$ cat config.mk
export PLATFORM = sky130hd
export DESIGN_NAME = led_strip_fade_frame_controller
export DESIGN_NICKNAME = d
export VERILOG_FILES = /design/src/rtl/core/lsf_pkg.sv /design/src/rtl/core/lsf_ram.sv /design/src/rtl/core/lsf_fifo.sv /design/src/rtl/core/lsf_front.sv /design/src/rtl/core/lsf_back.sv /design/src/rtl/core/led_strip_fade_frame_controller.sv
export SDC_FILE = /design/constraint.sdc
export NUM_CORES = 2
export LEC_CHECK = 0
export BUFFER_PORTS_ARGS = -buffer_cell sky130_fd_sc_hd__buf_2
export CAP_MARGIN = 40
export CORE_MARGIN = 4
export CORE_UTILIZATION = 55
export DETAILED_ROUTE_END_ITERATION = 8
export GPL_ROUTABILITY_DRIVEN = 0
export PLACE_DENSITY = 0.7
export SLEW_MARGIN = 20
export SYNTH_ARGS = -nofsm -noshare
export SYNTH_HDL_FRONTEND = slang
export SYNTH_SLANG_ARGS = --single-unit
$ cat constraint.sdc
create_clock -name clk -period 11.7 [get_ports clk]
set_clock_uncertainty 0.2 [all_clocks]
set_input_delay 2.34 -clock clk [delete_from_list [all_inputs] [get_ports clk]]
set_output_delay 2.34 -clock clk [all_outputs]
set_load 0.02 [all_outputs]
$ cat src/rtl/core/lsf_pkg.sv
// Shared types, widths and codes for the LED strip fade frame controller.
package lsf_pkg;

    localparam int IDX_W          = 6;
    localparam int MODE_W         = 4;
    localparam int CHAN_W         = 8;
    localparam int COLOR_W        = 3 * CHAN_W;
    localparam int PIX_MAX        = 64;
    localparam int NUM_PIXELS_DEF = 64;
    localparam int CMD_DEPTH_DEF  = 2;
    localparam int RES_DEPTH_DEF  = 4;

    localparam logic [MODE_W-1:0] MODE_SET_PIXEL = 4'd0;
    localparam logic [MODE_W-1:0] MODE_CLR_PIXEL = 4'd1;
    localparam logic [MODE_W-1:0] MODE_SET_BG    = 4'd2;
    localparam logic [MODE_W-1:0] MODE_ON        = 4'd3;
    localparam logic [MODE_W-1:0] MODE_OFF       = 4'd4;
    localparam logic [MODE_W-1:0] MODE_SET_RANGE = 4'd5;
    localparam logic [MODE_W-1:0] MODE_CLR_RANGE = 4'd6;
    localparam logic [MODE_W-1:0] MODE_FLUSH     = 4'd7;
    localparam logic [MODE_W-1:0] MODE_FADE      = 4'd8;

    typedef enum logic [3:0] {
        OP_SET_PIX,
        OP_CLR_PIX,
        OP_SET_BG,
        OP_ON,
        OP_OFF,
        OP_SET_RANGE,
        OP_CLR_RANGE,
        OP_FLUSH,
        OP_FADE
    } op_t;

    // Classified command: walk lo..hi; wr gates target edits (off-strip, empty range).
    typedef struct packed {
        op_t                op;
        logic [IDX_W-1:0]   lo;
        logic [IDX_W-1:0]   hi;
        logic               wr;
        logic [COLOR_W-1:0] color;
    } cmd_t;

    typedef struct packed {
        logic               pixel_valid;
        logic [IDX_W-1:0]   index;
        logic [COLOR_W-1:0] color;
        logic               last;
    } res_t;

endpackage

$ cat src/rtl/core/lsf_ram.sv
// Generic single-write, single-read RAM with registered read data.
module lsf_ram #(
    parameter int WIDTH  = 24,
    parameter int DEPTH  = 64,
    parameter int ADDR_W = 6
) (
    input  logic              clk,
    input  logic              we,
    input  logic [ADDR_W-1:0] waddr,
    input  logic [WIDTH-1:0]  wdata,
    input  logic              re,
    input  logic [ADDR_W-1:0] raddr,
    output logic [WIDTH-1:0]  rdata
);

    logic [WIDTH-1:0] mem_reg [DEPTH];
    logic [WIDTH-1:0] rdata_reg;

    always_ff @(posedge clk)
    begin
        if (we)
        begin
            mem_reg[waddr] <= wdata;
        end
        if (re)
        begin
            rdata_reg <= mem_reg[raddr];
        end
    end

    assign rdata = rdata_reg;

endmodule

$ cat src/rtl/core/lsf_fifo.sv
// Small register FIFO with occupancy count.
module lsf_fifo #(
    parameter int WIDTH = 8,
    parameter int DEPTH = 2,
    parameter int CNT_W = $clog2(DEPTH + 1)
) (
    input  logic             clk,
    input  logic             rst_n,
    input  logic             push,
    input  logic [WIDTH-1:0] din,
    output logic             full,
    input  logic             pop,
    output logic [WIDTH-1:0] dout,
    output logic             empty,
    output logic [CNT_W-1:0] count
);

    localparam int PTR_W = (DEPTH > 1) ? $clog2(DEPTH) : 1;
    localparam logic [PTR_W-1:0] PTR_LAST = PTR_W'(DEPTH - 1);

    logic [WIDTH-1:0] mem_reg [DEPTH];
    logic [PTR_W-1:0] wptr_reg, wptr_next;
    logic [PTR_W-1:0] rptr_reg, rptr_next;
    logic [CNT_W-1:0] cnt_reg, cnt_next;
    logic             do_push, do_pop;

    assign full    = (cnt_reg == CNT_W'(DEPTH));
    assign empty   = (cnt_reg == '0);
    assign do_push = push && !full;
    assign do_pop  = pop && !empty;
    assign dout    = mem_reg[rptr_reg];
    assign count   = cnt_reg;

    always_comb
    begin
        wptr_next = wptr_reg;
        rptr_next = rptr_reg;
        cnt_next  = cnt_reg;
        if (do_push)
        begin
            wptr_next = (wptr_reg == PTR_LAST) ? '0 : wptr_reg + 1'b1;
        end
        if (do_pop)
        begin
            rptr_next = (rptr_reg == PTR_LAST) ? '0 : rptr_reg + 1'b1;
        end
        if (do_push && !do_pop)
        begin
            cnt_next = cnt_reg + 1'b1;
        end
        else if (do_pop && !do_push)
        begin
            cnt_next = cnt_reg - 1'b1;
        end
    end

    always_ff @(posedge clk or negedge rst_n)
    begin
        if (!rst_n)
        begin
            wptr_reg <= '0;
            rptr_reg <= '0;
            cnt_reg  <= '0;
        end
        else
        begin
            wptr_reg <= wptr_next;
            rptr_reg <= rptr_next;
            cnt_reg  <= cnt_next;
        end
    end

    always_ff @(posedge clk)
    begin
        if (do_push)
        begin
            mem_reg[wptr_reg] <= din;
        end
    end

endmodule

$ cat src/rtl/core/lsf_front.sv
// Front end: accepts commands, decodes mode, clamps ranges, queues work.
module lsf_front
    import lsf_pkg::*;
#(
    parameter int NUM_PIXELS = NUM_PIXELS_DEF
) (
    input  logic              push,
    output logic              full,
    input  logic [MODE_W-1:0] mode,
    input  logic [IDX_W-1:0]  first_index,
    input  logic [IDX_W-1:0]  last_index,
    input  logic [CHAN_W-1:0] red,
    input  logic [CHAN_W-1:0] green,
    input  logic [CHAN_W-1:0] blue,
    input  logic              cmd_full,
    output logic              cmd_push,
    output cmd_t              cmd
);

    localparam logic [IDX_W:0]   NPIX     = (IDX_W + 1)'(NUM_PIXELS);
    localparam logic [IDX_W-1:0] LAST_PIX = IDX_W'(NUM_PIXELS - 1);

    logic             known;
    logic             in_strip;
    logic             range_ok;
    logic [IDX_W-1:0] hi_clamp;

    always_comb
    begin
        in_strip = ({1'b0, first_index} < NPIX);
        hi_clamp = ({1'b0, last_index} >= NPIX) ? LAST_PIX : last_index;
        range_ok = (first_index <= hi_clamp);

        known     = 1'b1;
        cmd.op    = OP_SET_PIX;
        cmd.lo    = '0;
        cmd.hi    = '0;
        cmd.wr    = 1'b1;
        cmd.color = {red, green, blue};

        case (mode)
            MODE_SET_PIXEL, MODE_CLR_PIXEL:
            begin
                cmd.op = (mode == MODE_SET_PIXEL) ? OP_SET_PIX : OP_CLR_PIX;
                cmd.wr = in_strip;
                if (in_strip)
                begin
                    cmd.lo = first_index;
                    cmd.hi = first_index;
                end
            end
            MODE_SET_RANGE, MODE_CLR_RANGE:
            begin
                cmd.op = (mode == MODE_SET_RANGE) ? OP_SET_RANGE : OP_CLR_RANGE;
                // empty range still walks one step for the ack, without writing
                cmd.wr = range_ok;
                if (range_ok)
                begin
                    cmd.lo = first_index;
                    cmd.hi = hi_clamp;
                end
            end
            MODE_SET_BG:
            begin
                cmd.op = OP_SET_BG;
                cmd.hi = LAST_PIX;
            end
            MODE_ON:
            begin
                cmd.op = OP_ON;
                cmd.hi = LAST_PIX;
            end
            MODE_OFF:
            begin
                cmd.op = OP_OFF;
                cmd.hi = LAST_PIX;
            end
            MODE_FLUSH:
            begin
                cmd.op = OP_FLUSH;
                cmd.hi = LAST_PIX;
            end
            MODE_FADE:
            begin
                cmd.op = OP_FADE;
                cmd.hi = LAST_PIX;
            end
            default:
            begin
                known = 1'b0;
            end
        endcase
    end

    // unused modes are taken and dropped here
    assign full     = cmd_full;
    assign cmd_push = push && !cmd_full && known;

endmodule

$ cat src/rtl/core/lsf_back.sv
// Back end: walks the frame memories for one command and emits results.
module lsf_back
    import lsf_pkg::*;
#(
    parameter int NUM_PIXELS = NUM_PIXELS_DEF,
    parameter int RES_DEPTH  = RES_DEPTH_DEF,
    parameter int CNT_W      = $clog2(RES_DEPTH + 1)
) (
    input  logic             clk,
    input  logic             rst_n,
    input  logic             cmd_empty,
    input  cmd_t             cmd,
    output logic             cmd_pop,
    input  logic [CNT_W-1:0] res_cnt,
    output logic             res_push,
    output res_t             res
);

    logic               busy_reg, busy_next;
    logic               lit_reg, lit_next;
    cmd_t               cmd_reg, cmd_next;
    logic [IDX_W-1:0]   idx_reg, idx_next;
    logic [COLOR_W-1:0] bg_reg, bg_next;
    logic               s2_vld_reg, s2_vld_next;
    logic               s2_final_reg, s2_final_next;
    logic [IDX_W-1:0]   s2_idx_reg, s2_idx_next;
    logic               tvld_q_reg, tvld_q_next;
    logic               svld_q_reg, svld_q_next;
    logic [PIX_MAX-1:0] tgt_vld_reg, tgt_vld_next;
    logic [PIX_MAX-1:0] shw_vld_reg, shw_vld_next;

    logic               load, skip, room, issue, final_now, stream;
    logic               tgt_we, shw_we;
    logic [COLOR_W-1:0] tgt_wdata, shw_wdata;
    logic [COLOR_W-1:0] tgt_rdata, shw_rdata;
    logic [COLOR_W-1:0] t_eff, s_eff;

    function automatic logic [CHAN_W-1:0] fade_chan(
        input logic [CHAN_W-1:0] cur,
        input logic [CHAN_W-1:0] goal
    );
        logic [CHAN_W-1:0] r;
        if (cur > goal)
        begin
            r = cur - 1'b1;
        end
        else if (cur < goal)
        begin
            r = cur + 1'b1;
        end
        else
        begin
            r = cur;
        end
        return r;
    endfunction

    lsf_ram #(
        .WIDTH (COLOR_W),
        .DEPTH (NUM_PIXELS),
        .ADDR_W(IDX_W)
    ) u_tgt_ram (
        .clk  (clk),
        .we   (tgt_we),
        .waddr(s2_idx_reg),
        .wdata(tgt_wdata),
        .re   (issue),
        .raddr(idx_reg),
        .rdata(tgt_rdata)
    );

    lsf_ram #(
        .WIDTH (COLOR_W),
        .DEPTH (NUM_PIXELS),
        .ADDR_W(IDX_W)
    ) u_shw_ram (
        .clk  (clk),
        .we   (shw_we),
        .waddr(s2_idx_reg),
        .wdata(shw_wdata),
        .re   (issue),
        .raddr(idx_reg),
        .rdata(shw_rdata)
    );

    // a new command loads only once the second stage is empty, which keeps reads clear of the last write
    assign load      = !busy_reg && !cmd_empty && !s2_vld_reg;
    assign cmd_pop   = load;
    assign skip      = ((cmd.op == OP_FLUSH) || (cmd.op == OP_FADE)) && !lit_reg;
    assign room      = ((CNT_W + 1)'(res_cnt) + (CNT_W + 1)'(s2_vld_reg))
                       < (CNT_W + 1)'(RES_DEPTH);
    assign issue     = busy_reg && room;
    assign final_now = (idx_reg == cmd_reg.hi);

    assign t_eff  = tvld_q_reg ? tgt_rdata : '0;
    assign s_eff  = svld_q_reg ? shw_rdata : '0;
    assign stream = (cmd_reg.op == OP_ON) || (cmd_reg.op == OP_OFF) ||
                    (cmd_reg.op == OP_FLUSH) || (cmd_reg.op == OP_FADE);

    // second stage: per-pixel update and result
    always_comb
    begin
        tgt_we    = 1'b0;
        shw_we    = 1'b0;
        tgt_wdata = cmd_reg.color;
        shw_wdata = t_eff;
        case (cmd_reg.op)
            OP_SET_PIX, OP_SET_RANGE:
            begin
                tgt_we = cmd_reg.wr;
            end
            OP_CLR_PIX, OP_CLR_RANGE:
            begin
                tgt_we    = cmd_reg.wr;
                tgt_wdata = bg_reg;
            end
            OP_SET_BG:
            begin
                tgt_we = (t_eff == bg_reg);
            end
            OP_ON, OP_FLUSH:
            begin
                shw_we = 1'b1;
            end
            OP_OFF:
            begin
                shw_we    = 1'b1;
                shw_wdata = '0;
            end
            OP_FADE:
            begin
                shw_we    = 1'b1;
                shw_wdata = {fade_chan(s_eff[23:16], t_eff[23:16]),
                             fade_chan(s_eff[15:8], t_eff[15:8]),
                             fade_chan(s_eff[7:0], t_eff[7:0])};
            end
            default:
            begin
                tgt_we = 1'b0;
            end
        endcase
        tgt_we = tgt_we && s2_vld_reg;
        shw_we = shw_we && s2_vld_reg;
    end

    always_comb
    begin
        res_push        = s2_vld_reg && (stream || s2_final_reg);
        res.pixel_valid = stream;
        res.index       = stream ? s2_idx_reg : '0;
        res.color       = stream ? shw_wdata : '0;
        res.last        = s2_final_reg;
    end

    always_comb
    begin
        busy_next     = busy_reg;
        lit_next      = lit_reg;
        cmd_next      = cmd_reg;
        idx_next      = idx_reg;
        bg_next       = bg_reg;
        s2_vld_next   = 1'b0;
        s2_final_next = s2_final_reg;
        s2_idx_next   = s2_idx_reg;
        tvld_q_next   = tvld_q_reg;
        svld_q_next   = svld_q_reg;
        tgt_vld_next  = tgt_vld_reg;
        shw_vld_next  = shw_vld_reg;

        if (load)
        begin
            cmd_next  = cmd;
            idx_next  = cmd.lo;
            busy_next = !skip;
            if (cmd.op == OP_ON)
            begin
                lit_next = 1'b1;
            end
            else if (cmd.op == OP_OFF)
            begin
                lit_next = 1'b0;
            end
        end

        if (issue)
        begin
            s2_vld_next   = 1'b1;
            s2_final_next = final_now;
            s2_idx_next   = idx_reg;
            tvld_q_next   = tgt_vld_reg[idx_reg];
            svld_q_next   = shw_vld_reg[idx_reg];
            if (final_now)
            begin
                busy_next = 1'b0;
            end
            else
            begin
                idx_next = idx_reg + 1'b1;
            end
        end

        if (s2_vld_reg && s2_final_reg && (cmd_reg.op == OP_SET_BG))
        begin
            bg_next = cmd_reg.color;
        end
        if (tgt_we)
        begin
            tgt_vld_next[s2_idx_reg] = 1'b1;
        end
        if (shw_we)
        begin
            shw_vld_next[s2_idx_reg] = 1'b1;
        end
    end

    always_ff @(posedge clk or negedge rst_n)
    begin
        if (!rst_n)
        begin
            busy_reg    <= 1'b0;
            lit_reg     <= 1'b0;
            bg_reg      <= '0;
            s2_vld_reg  <= 1'b0;
            tgt_vld_reg <= '0;
            shw_vld_reg <= '0;
        end
        else
        begin
            busy_reg    <= busy_next;
            lit_reg     <= lit_next;
            bg_reg      <= bg_next;
            s2_vld_reg  <= s2_vld_next;
            tgt_vld_reg <= tgt_vld_next;
            shw_vld_reg <= shw_vld_next;
        end
    end

    always_ff @(posedge clk)
    begin
        cmd_reg      <= cmd_next;
        idx_reg      <= idx_next;
        s2_final_reg <= s2_final_next;
        s2_idx_reg   <= s2_idx_next;
        tvld_q_reg   <= tvld_q_next;
        svld_q_reg   <= svld_q_next;
    end

endmodule

$ cat src/rtl/core/led_strip_fade_frame_controller.sv
// Top level of the LED strip fade frame controller.
//
//  channel   direction  handshake          transfer when
//  command   in         push / full        push && !full
//  result    out        pop / empty        pop && !empty
//
// A command transfer is decoded in the front end and lands in a two-entry
// command queue. The back end walks pixels lo..hi through both frame RAMs,
// one pixel per cycle while the result queue has room; each pixel is read,
// then updated and written in the cycle after. Pixels walked: frame commands
// (on, off, flush, fade, background) the whole strip; range commands lo..hi
// with hi clamped to the strip; pixel commands and empty ranges a single pixel.
// Flush or fade while off costs one queue slot and no back-end walk. Unused
// modes are taken at the front and never enter the queue.
// Reset clears per-pixel valid bits in flip-flops, so frames read as zero at
// once; there is no clearing pass and commands are taken right after reset.
// A full result queue pauses the pixel walk; the command queue keeps taking
// transfers until it fills, and full follows it.
module led_strip_fade_frame_controller
    import lsf_pkg::*;
#(
    parameter int NUM_PIXELS = NUM_PIXELS_DEF,
    parameter int CMD_DEPTH  = CMD_DEPTH_DEF,
    parameter int RES_DEPTH  = RES_DEPTH_DEF
) (
    input  logic              clk,
    input  logic              rst_n,
    input  logic              push,
    output logic              full,
    input  logic [MODE_W-1:0] mode,
    input  logic [IDX_W-1:0]  first_index,
    input  logic [IDX_W-1:0]  last_index,
    input  logic [CHAN_W-1:0] red,
    input  logic [CHAN_W-1:0] green,
    input  logic [CHAN_W-1:0] blue,
    output logic              empty,
    input  logic              pop,
    output logic              pixel_valid,
    output logic [IDX_W-1:0]  pixel_index,
    output logic [CHAN_W-1:0] out_red,
    output logic [CHAN_W-1:0] out_green,
    output logic [CHAN_W-1:0] out_blue,
    output logic              last
);

    localparam int CMD_W     = $bits(cmd_t);
    localparam int RES_W     = $bits(res_t);
    localparam int RES_CNT_W = $clog2(RES_DEPTH + 1);

    // front end -> command queue
    logic             cmd_push, cmd_full, cmd_empty, cmd_pop;
    cmd_t             cmd_in, cmd_out;
    logic [CMD_W-1:0] cmd_out_bits;

    // back end -> result queue
    logic                 res_push;
    res_t                 res_in, res_out;
    logic [RES_W-1:0]     res_out_bits;
    logic [RES_CNT_W-1:0] res_cnt;

    lsf_front #(
        .NUM_PIXELS(NUM_PIXELS)
    ) u_front (
        .push       (push),
        .full       (full),
        .mode       (mode),
        .first_index(first_index),
        .last_index (last_index),
        .red        (red),
        .green      (green),
        .blue       (blue),
        .cmd_full   (cmd_full),
        .cmd_push   (cmd_push),
        .cmd        (cmd_in)
    );

    lsf_fifo #(
        .WIDTH(CMD_W),
        .DEPTH(CMD_DEPTH)
    ) u_cmd_q (
        .clk  (clk),
        .rst_n(rst_n),
        .push (cmd_push),
        .din  (cmd_in),
        .full (cmd_full),
        .pop  (cmd_pop),
        .dout (cmd_out_bits),
        .empty(cmd_empty),
        .count()
    );

    assign cmd_out = cmd_t'(cmd_out_bits);

    lsf_back #(
        .NUM_PIXELS(NUM_PIXELS),
        .RES_DEPTH (RES_DEPTH),
        .CNT_W     (RES_CNT_W)
    ) u_back (
        .clk      (clk),
        .rst_n    (rst_n),
        .cmd_empty(cmd_empty),
        .cmd      (cmd_out),
        .cmd_pop  (cmd_pop),
        .res_cnt  (res_cnt),
        .res_push (res_push),
        .res      (res_in)
    );

    // result queue doubles as the output register stage
    lsf_fifo #(
        .WIDTH(RES_W),
        .DEPTH(RES_DEPTH),
        .CNT_W(RES_CNT_W)
    ) u_res_q (
        .clk  (clk),
        .rst_n(rst_n),
        .push (res_push),
        .din  (res_in),
        .full (),
        .pop  (pop),
        .dout (res_out_bits),
        .empty(empty),
        .count(res_cnt)
    );

    assign res_out     = res_t'(res_out_bits);
    assign pixel_valid = res_out.pixel_valid;
    assign pixel_index = res_out.index;
    assign out_red     = res_out.color[3*CHAN_W-1:2*CHAN_W];
    assign out_green   = res_out.color[2*CHAN_W-1:CHAN_W];
    assign out_blue    = res_out.color[CHAN_W-1:0];
    assign last        = res_out.last;

endmodule
==> Yosys cells after proc, flatten, opt, wreduce, memory -nomap -nowiden <==
Memory sizes are Yosys's and may differ from the RTL's. A register that Yosys moved wholly into a read port is not among the register bits.
Cells that the tools add are included.
{ "classes": {"n_eq_ne": 26, "div": 0, "n_shift": 0, "addsub": 16, "multipliers": 0, "bitwise": 2, "n_lt_le_gt_ge": 11, "reduce_logical": 52, "mux": 53} }
{ "ops": {"columns": ["cell", "count"], "rows": [
  ["bitwise OR 64 bit", 2],
  ["2-to-1 mux 24 bit", 4],
  ["2-to-1 mux 8 bit", 6],
  ["one-hot mux 24 bit (2 select lines)", 1],
  ["== test 4 x 3 -> 1 bit (second input constant)", 10],
  ["one-hot mux 4 bit (7 select lines)", 1],
  ["adder 8 x 1 -> 8 bit (second input constant)", 3],
  ["== test 24 bit", 1],
  ["greater-than comparator 8 bit", 3],
  ["< comparator 8 bit", 3],
  ["2-to-1 mux 6 bit", 4],
  ["subtractor 8 x 1 -> 8 bit (second input constant)", 3],
  ["2-to-1 mux 1 bit", 23],
  ["== test 4 x 2 -> 1 bit (second input constant)", 5],
  ["logical AND 1 bit", 20],
  ["one-hot mux 6 bit (3 select lines)", 1],
  ["< comparator 6 x 7 -> 1 bit (second input constant)", 2],
  ["binary-select mux 1 bit (select 6 bit)", 2],
  ["== test 4 bit (second input constant)", 3],
  ["logical NOT 1 bit", 12],
  ["2-to-1 mux 12 bit", 1],
  ["one-hot mux 6 bit (2 select lines)", 1],
  ["2-to-1 mux 2 bit", 5],
  ["OR reduction 9 bit", 1],
  ["26 further kinds", 43]
]} }
{ "word_totals": {"wordCells": 185, "n_memories": 4, "ramBits": 3282, "rom_bits": 0, "latch_bits": 0, "reg_bits": 216} }
{ "memory_table": {"columns": ["memory", "depth", "width", "read_ports", "rd_ports_with_merged_regs", "wr", "line_no", "text"], "rows": [
  ["u_back.u_shw_ram.mem_reg", 64, 24, 1, 1, 1, "lsf_ram.sv:16", "logic [WIDTH-1:0] mem_reg [DEPTH];"],
  ["u_back.u_tgt_ram.mem_reg", 64, 24, 1, 1, 1, "lsf_ram.sv:16", null],
  ["u_res_q.mem_reg", 4, 32, 1, 0, 1, "lsf_fifo.sv:21", "logic [WIDTH-1:0] mem_reg [DEPTH];"],
  ["u_cmd_q.mem_reg", 2, 41, 1, 0, 1, "lsf_fifo.sv:21", null]
]} }

==> Longest topological paths before layout <==
{ "depth": {"word_depth": 11, "mapped_depth": 14} }

==> Hierarchy <==
A second synthesis with hierarchy kept.
{ "hier_totals": {"hier_cells": 6692, "area_unflattened_um2": 139709.0} }
{ "modules_own_cells": {"columns": ["mod", "seq_area_each_um2", "instances", "area_per_inst_um2", "cells_per_inst"], "rows": [
  ["lsf_ram", 46844.9, 2, 59535.8, 2610],
  ["lsf_back", 5320.1, 1, 11573.6, 1029],
  ["lsf_fifo (u_res_q)", 4018.9, 1, 5057.4, 205],
  ["lsf_fifo (u_cmd_q)", 2562.5, 1, 3358.2, 147],
  ["lsf_front", 0.0, 1, 648.1, 91]
]} }

==> Worst setup path after synthesis <==
OpenSTA, ideal clock, no wires.
{ "synth_timing": {"kind": "reg2reg", "start": "reg u_back.s2_vld_reg", "end": "reg u_back.idx_reg[2]", "stages_incl_launch_ff": 7, "setup_slack_ns": 4.875, "setup_ns": 0.210, "required_time_ns": 11.290, "t_arrival_ns": 6.415, "path_cell_list": "dfrtp_1 clkbuf_1 a311oi_1 and2_1 clkbuf_1 mux2i_1 a221oi_1"} }
{ "synth_via": {"word_cells_on_any_way": 8} }
{ "synth_lines": {"columns": ["item", "line_no", "text"], "rows": [
  ["start, declared", "lsf_back.sv:24", "logic s2_vld_reg, s2_vld_next;"],
  ["start signal, assigned", "lsf_back.sv:232", "s2_vld_reg <= s2_vld_next;"],
  ["adder 3 x 1 -> 4 bit", "lsf_back.sv:90", "assign room = ((CNT_W + 1)'(res_cnt) + (CNT_W + 1)'(s2_vld_reg))"],
  ["< comparator 4 x 3 -> 1 bit", "lsf_back.sv:91", "< (CNT_W + 1)'(RES_DEPTH);"],
  ["logical AND 1 bit", "lsf_back.sv:92", "assign issue = busy_reg && room;"],
  ["named net u_back.issue", "lsf_back.sv:32", "logic load, skip, room, issue, final_now, stream;"],
  ["2-to-1 mux 6 bit", "lsf_back.sv:185", "if (issue)"],
  ["named net u_back.idx_next[2]", "lsf_back.sv:22", "logic [IDX_W-1:0] idx_reg, idx_next;"],
  ["end signal, assigned", "lsf_back.sv:241", "idx_reg <= idx_next;"],
  ["end, declared", "lsf_back.sv:22", null]
]} }
The timed path passes the listed nets, and every way through them passes these cells.
A chain may end at the register's enable or synchronous reset.

==> Final worst setup path <==
{ "layout_timing": {"start": "reg u_res_q.rptr_reg[0]", "end": "out out_blue[6]"} }
{ "layout_via": {"elab_chain_len": 1} }
{ "layout_lines": {"columns": ["item", "line_no", "text"], "rows": [
  ["start, declared", "lsf_fifo.sv:23", "logic [PTR_W-1:0] rptr_reg, rptr_next;"],
  ["start signal, assigned", "lsf_fifo.sv:68", "rptr_reg <= rptr_next;"],
  ["memory read (4 x 32 bit)", null, null],
  ["end, declared", "led_strip_fade_frame_controller.sv:42", "output logic [CHAN_W-1:0] out_blue,"]
]} }
No other way between the ends.

==> impl_table.tex <==
\begin{tabular}{lr}
\hline
Metric & Value \\
\hline
\multicolumn{2}{l}{\textbf{Critical path}} \\
Signal arrival time at the worst endpoint & 2.74 ns \\
Worst Path Required & 9.16 ns \\
Maximum fanout along the worst path & 35 \\
Endpoint type of the worst setup path & output pin \\
Crit start category & flop \\
Worst r2r dst & u\_back.u\_tgt\_ram.mem\_reg[37][0] \\
Reg-to-reg slack, setup & 6.83 ns \\
R2r startpoint & u\_back.tvld\_q\_reg \\
Depth of the worst register-to-register path & 9 \\
Critical Setup Path Class & reg2out \\
\multicolumn{2}{l}{\textbf{Synthesis}} \\
Ys async rst share & 4.68\% \\
Share of synthesized area occupied by flip-flops and latches & 76.5\% \\
\#FFs+latches synth & 3546 \\
Top flip-flop cell by instance count after synthesis & sky130\_fd\_sc\_hd\_\_edfxtp\_1 \\
Total standard cell area after synthesis & 0.138 mm\^{}2 \\
Number of enable flip-flop cells after synthesis & 3374 \\
Post-synth cell types & 70 \\
Number of warnings printed during yosys synthesis & 0 \\
Per-instance average area after synthesis & 22.7 um\^{}2 \\
Net Count, Synth & 6162 \\
Syn Inst Count & 6079 \\
\multicolumn{2}{l}{\textbf{CTS}} \\
Clock sink count & 3546 \\
CTS hold repair buffers & 0 \\
Clock transition at path regs & 0.06 ns \\
Longest Clk Path Bufs & 4 \\
Gates resized, CTS repair & 0 \\
Setup bufs post-CTS & 0 \\
H-tree levels & 5 \\
CTS tree & done \\
Total CTS buffers & 352 \\
Worst-Skew Late Latency & 0.98 ns \\
Root Buffer & sky130\_fd\_sc\_hd\_\_clkbuf\_16 \\
\multicolumn{2}{l}{\textbf{Cells and area}} \\
Net total in the final layout & 6563 \\
Final instance count without filler cells & 10100 \\
Ratio of cells with drive above 1 in the final layout & 33.3\% \\
\# fillers & 15800 \\
Most frequent standard cell in the layout excluding fill and tap cells & sky130\_fd\_sc\_hd\_\_edfxtp\_1 \\
Highest-count cells in the layout ignoring fill and taps & sky130\_fd\_sc\_hd\_\_edfxtp\_1 (3374), sky130\_fd\_sc\_hd\_\_mux4\_2 (1056), sky130\_fd\_sc\_hd\_\_clkbuf\_16 (357) \\
Layout Utilization & 63.3\% \\
Layout Area Growth over Synthesis & 14.3\% \\
Final design area excluding fillers & 0.158 mm\^{}2 \\
\multicolumn{2}{l}{\textbf{Run status}} \\
Result of the run & finished, final reports clean \\
\multicolumn{2}{l}{\textbf{Power and ir drop}} \\
Power share of the clock group & 28.4\% \\
Static Leak & 50.8 nW \\
Relative contribution of sequential cells to total power & 42.5\% \\
Fraction of power spent switching nets & 31.1\% \\
Total power & 38.2 mW \\
Maximum vdd drop & 0.245 mV \\
Logic pwr share & 29.1\% \\
Internal cell power & 26.3 mW \\
Reported net switching power & 11.9 mW \\
Power Density & 242 mW/mm\^{}2 \\
\multicolumn{2}{l}{\textbf{STA}} \\
Headroom to the max-slew limit & 26.8\% \\
Setup repair after global routing missed its margin & no \\
Number of pins exceeding their max-slew limit in the final report & 0 \\
Post-layout worst setup margin & 6.42 ns \\
Total negative slack for setup checks & 0 ns \\
Hold\_ws & 0.264 ns \\
Slew of the pin with the lowest slew margin & 1.10 ns \\
Setup violation total in the final timing report & 0 \\
Share of the cycle needed by the critical path after routing & 45.1\% \\
Hold violation total from the final report & 0 \\
Final worst path period need & 5.28 ns \\
Fmax achieved & 189 MHz \\
\multicolumn{2}{l}{\textbf{Route}} \\
Wire length per cell after detailed routing & 35.1 um \\
Iter 0 DRT Violations & 10500 \\
Post-route DRC & 0 \\
Total via count after detailed routing & 68200 \\
Final Routed Wirelength & 354000 um \\
Routed vias/inst & 6.77 \\
Antenna-violating nets left & 0 \\
Number of search-and-repair iterations in the first detailed-routing pass & 8 \\
\multicolumn{2}{l}{\textbf{Placement}} \\
Post-placement cell area & 0.147 mm\^{}2 \\
Dpl hpwl & 208000 um \\
Cell total after placement & 9443 \\
Placement-stage worst setup slack & 6.88 ns \\
Buffers on Ports & 77 \\
\multicolumn{2}{l}{\textbf{Floorplanning}} \\
Number of placement rows & 183 \\
Die area & 0.259 mm\^{}2 \\
Initial core utilization & 55.4\% \\
Overall die width & 509 um \\
Floorplan Core Area & 0.249 mm\^{}2 \\
DIE HEIGHT & 509 um \\
Io pins & 78 \\
\multicolumn{2}{l}{\textbf{GRT}} \\
Sum of overflow across all layers after global routing & 0 \\
Met3 global-route usage & 7.21\% \\
Top Usage Layer GRT & met1 \\
Met2 usage in global routing & 41.0\% \\
Vias in the first global route & 68000 \\
First-pass GRT wire length & 507000 um \\
Overall routing resource usage & 27.6\% \\
Largest net degree at the start of global routing & 139 \\
Global-route track usage on met1 & 41.3\% \\
Antenna violations before repair & 38 \\
\multicolumn{2}{l}{\textbf{Hold path}} \\
Worst hold path stage count & 1 \\
Worst hold endpoint & u\_back.shw\_vld\_reg[10] \\
Origin of the worst min-delay path & u\_back.shw\_vld\_reg[10] \\
Hold crit path type & reg2reg \\
\multicolumn{2}{l}{\textbf{Run}} \\
MaxCap Viol Count & 0 \\
\hline
\end{tabular}
==> cells in the mapped netlist, types with 15 or more instances <==
| master | n | area [um^2] |
|---|---|---|
| sky130_fd_sc_hd__a21o_1 | 18 | 135 |
| sky130_fd_sc_hd__xor2_1 | 15 | 131 |
| sky130_fd_sc_hd__mux2_2 | 84 | 946 |
| sky130_fd_sc_hd__inv_1 | 54 | 203 |
| sky130_fd_sc_hd__and2_1 | 36 | 225 |
| sky130_fd_sc_hd__xnor2_1 | 33 | 289 |
| sky130_fd_sc_hd__mux2i_1 | 30 | 300 |
| sky130_fd_sc_hd__nor3_1 | 22 | 110 |
| sky130_fd_sc_hd__a31oi_1 | 25 | 156 |
| sky130_fd_sc_hd__nor2b_1 | 23 | 144 |
| sky130_fd_sc_hd__edfxtp_1 | 3374 | 101000 |
| sky130_fd_sc_hd__a21oi_1 | 45 | 225 |
| sky130_fd_sc_hd__dfrtp_1 | 166 | 4150 |
| sky130_fd_sc_hd__clkbuf_1 | 209 | 785 |
| sky130_fd_sc_hd__mux4_2 | 1056 | 23800 |
| sky130_fd_sc_hd__ha_1 | 38 | 475 |
| sky130_fd_sc_hd__or2_2 | 66 | 413 |
| sky130_fd_sc_hd__nand3_1 | 32 | 160 |
| sky130_fd_sc_hd__buf_2 | 54 | 270 |
| sky130_fd_sc_hd__o21bai_1 | 72 | 541 |
| sky130_fd_sc_hd__a211oi_1 | 32 | 240 |
| sky130_fd_sc_hd__o21ai_0 | 43 | 215 |
| sky130_fd_sc_hd__buf_1 | 58 | 218 |
| sky130_fd_sc_hd__nand2_1 | 129 | 484 |
| sky130_fd_sc_hd__nor2_1 | 192 | 721 |
==> power by group through the flow <==
| stage | Sequential [mW] | Combinational (mW) | Clock, mW |
|---|---|---|---|
| final | 16.2 | 11.1 | 10.9 |
| after global routing | 16.2 | 11.7 | 11.6 |
| after CTS | 16.2 | 11.0 | 11.0 |
| after detailed placement | 16.5 | 11.0 | 0 |
| after global placement | 16.5 | 10.6 | 0 |
| after floorplan | 16.0 | 7.13 | 0 |
==> worst max path at each step <==
stage	from	endpoint	slack, ns	depth (start not counted)
after floorplan	u_back.s2_vld_reg	u_back.idx_reg[2]	4.88	6
after global placement	u_back.cmd_reg[40]	u_back.u_shw_ram.mem_reg[28][8]	6.04	6
after detailed placement	u_back.tvld_q_reg	u_back.u_tgt_ram.mem_reg[40][10]	6.88	9
after CTS	u_res_q.rptr_reg[0]	out_blue[6]	6.32	3
after global routing	u_res_q.rptr_reg[0]	out_blue[6]	6.24	3
final	u_res_q.rptr_reg[0]	out_blue[6]	6.42	3
==> kinds of logic (layout without fill, tap and decap cells) <==
kind of cell	count (synthesis)	after routing	share of synthesized area, %
AOI/OAI and AO/OA	325	325	1.64
and+or+nand+nor	573	573	2.02
buffers and inverters	376	1033	1.07
DFF	3546	3546	76.5
xor gates and xnor gates	48	48	0.304
other	0	7	0
adders and majority gates	41	41	0.373
muxes	1170	1170	18.1
==> routing by layer <==
metal | share of wire (%) | wire (um)
met4 | 2.9 | 10300
met1 | 38 | 136000
met2 | 46 | 164000
met3 | 12 | 43700
met5 | 0.057 | 203
==> worst max-delay path: stages, from the launching register on <==
cell                      delay (ns)
sky130_fd_sc_hd__dfrtp_2        0.34
sky130_fd_sc_hd__buf_4          0.55
sky130_fd_sc_hd__mux4_2         0.66
sky130_fd_sc_hd__buf_2          0.19
==> layout make-up <==
type / instances / area (um^2) / area share [%]
Sequential cell: 3546 / 106000 / 66.9
Timing Repair Buffer: 369 / 4790 / 3.03
Clock inverter: 162 / 1490 / 0.944
Antenna cell: 7 / 17.5 / 0.0111
Clock buffer: 448 / 9470 / 6.00
Inverter: 54 / 210 / 0.133
Tap cell: 3330 / 4170 / 2.64
Multi-Input combinational cell: 2157 / 32000 / 20.3
(Power assumes the default switching activity.)
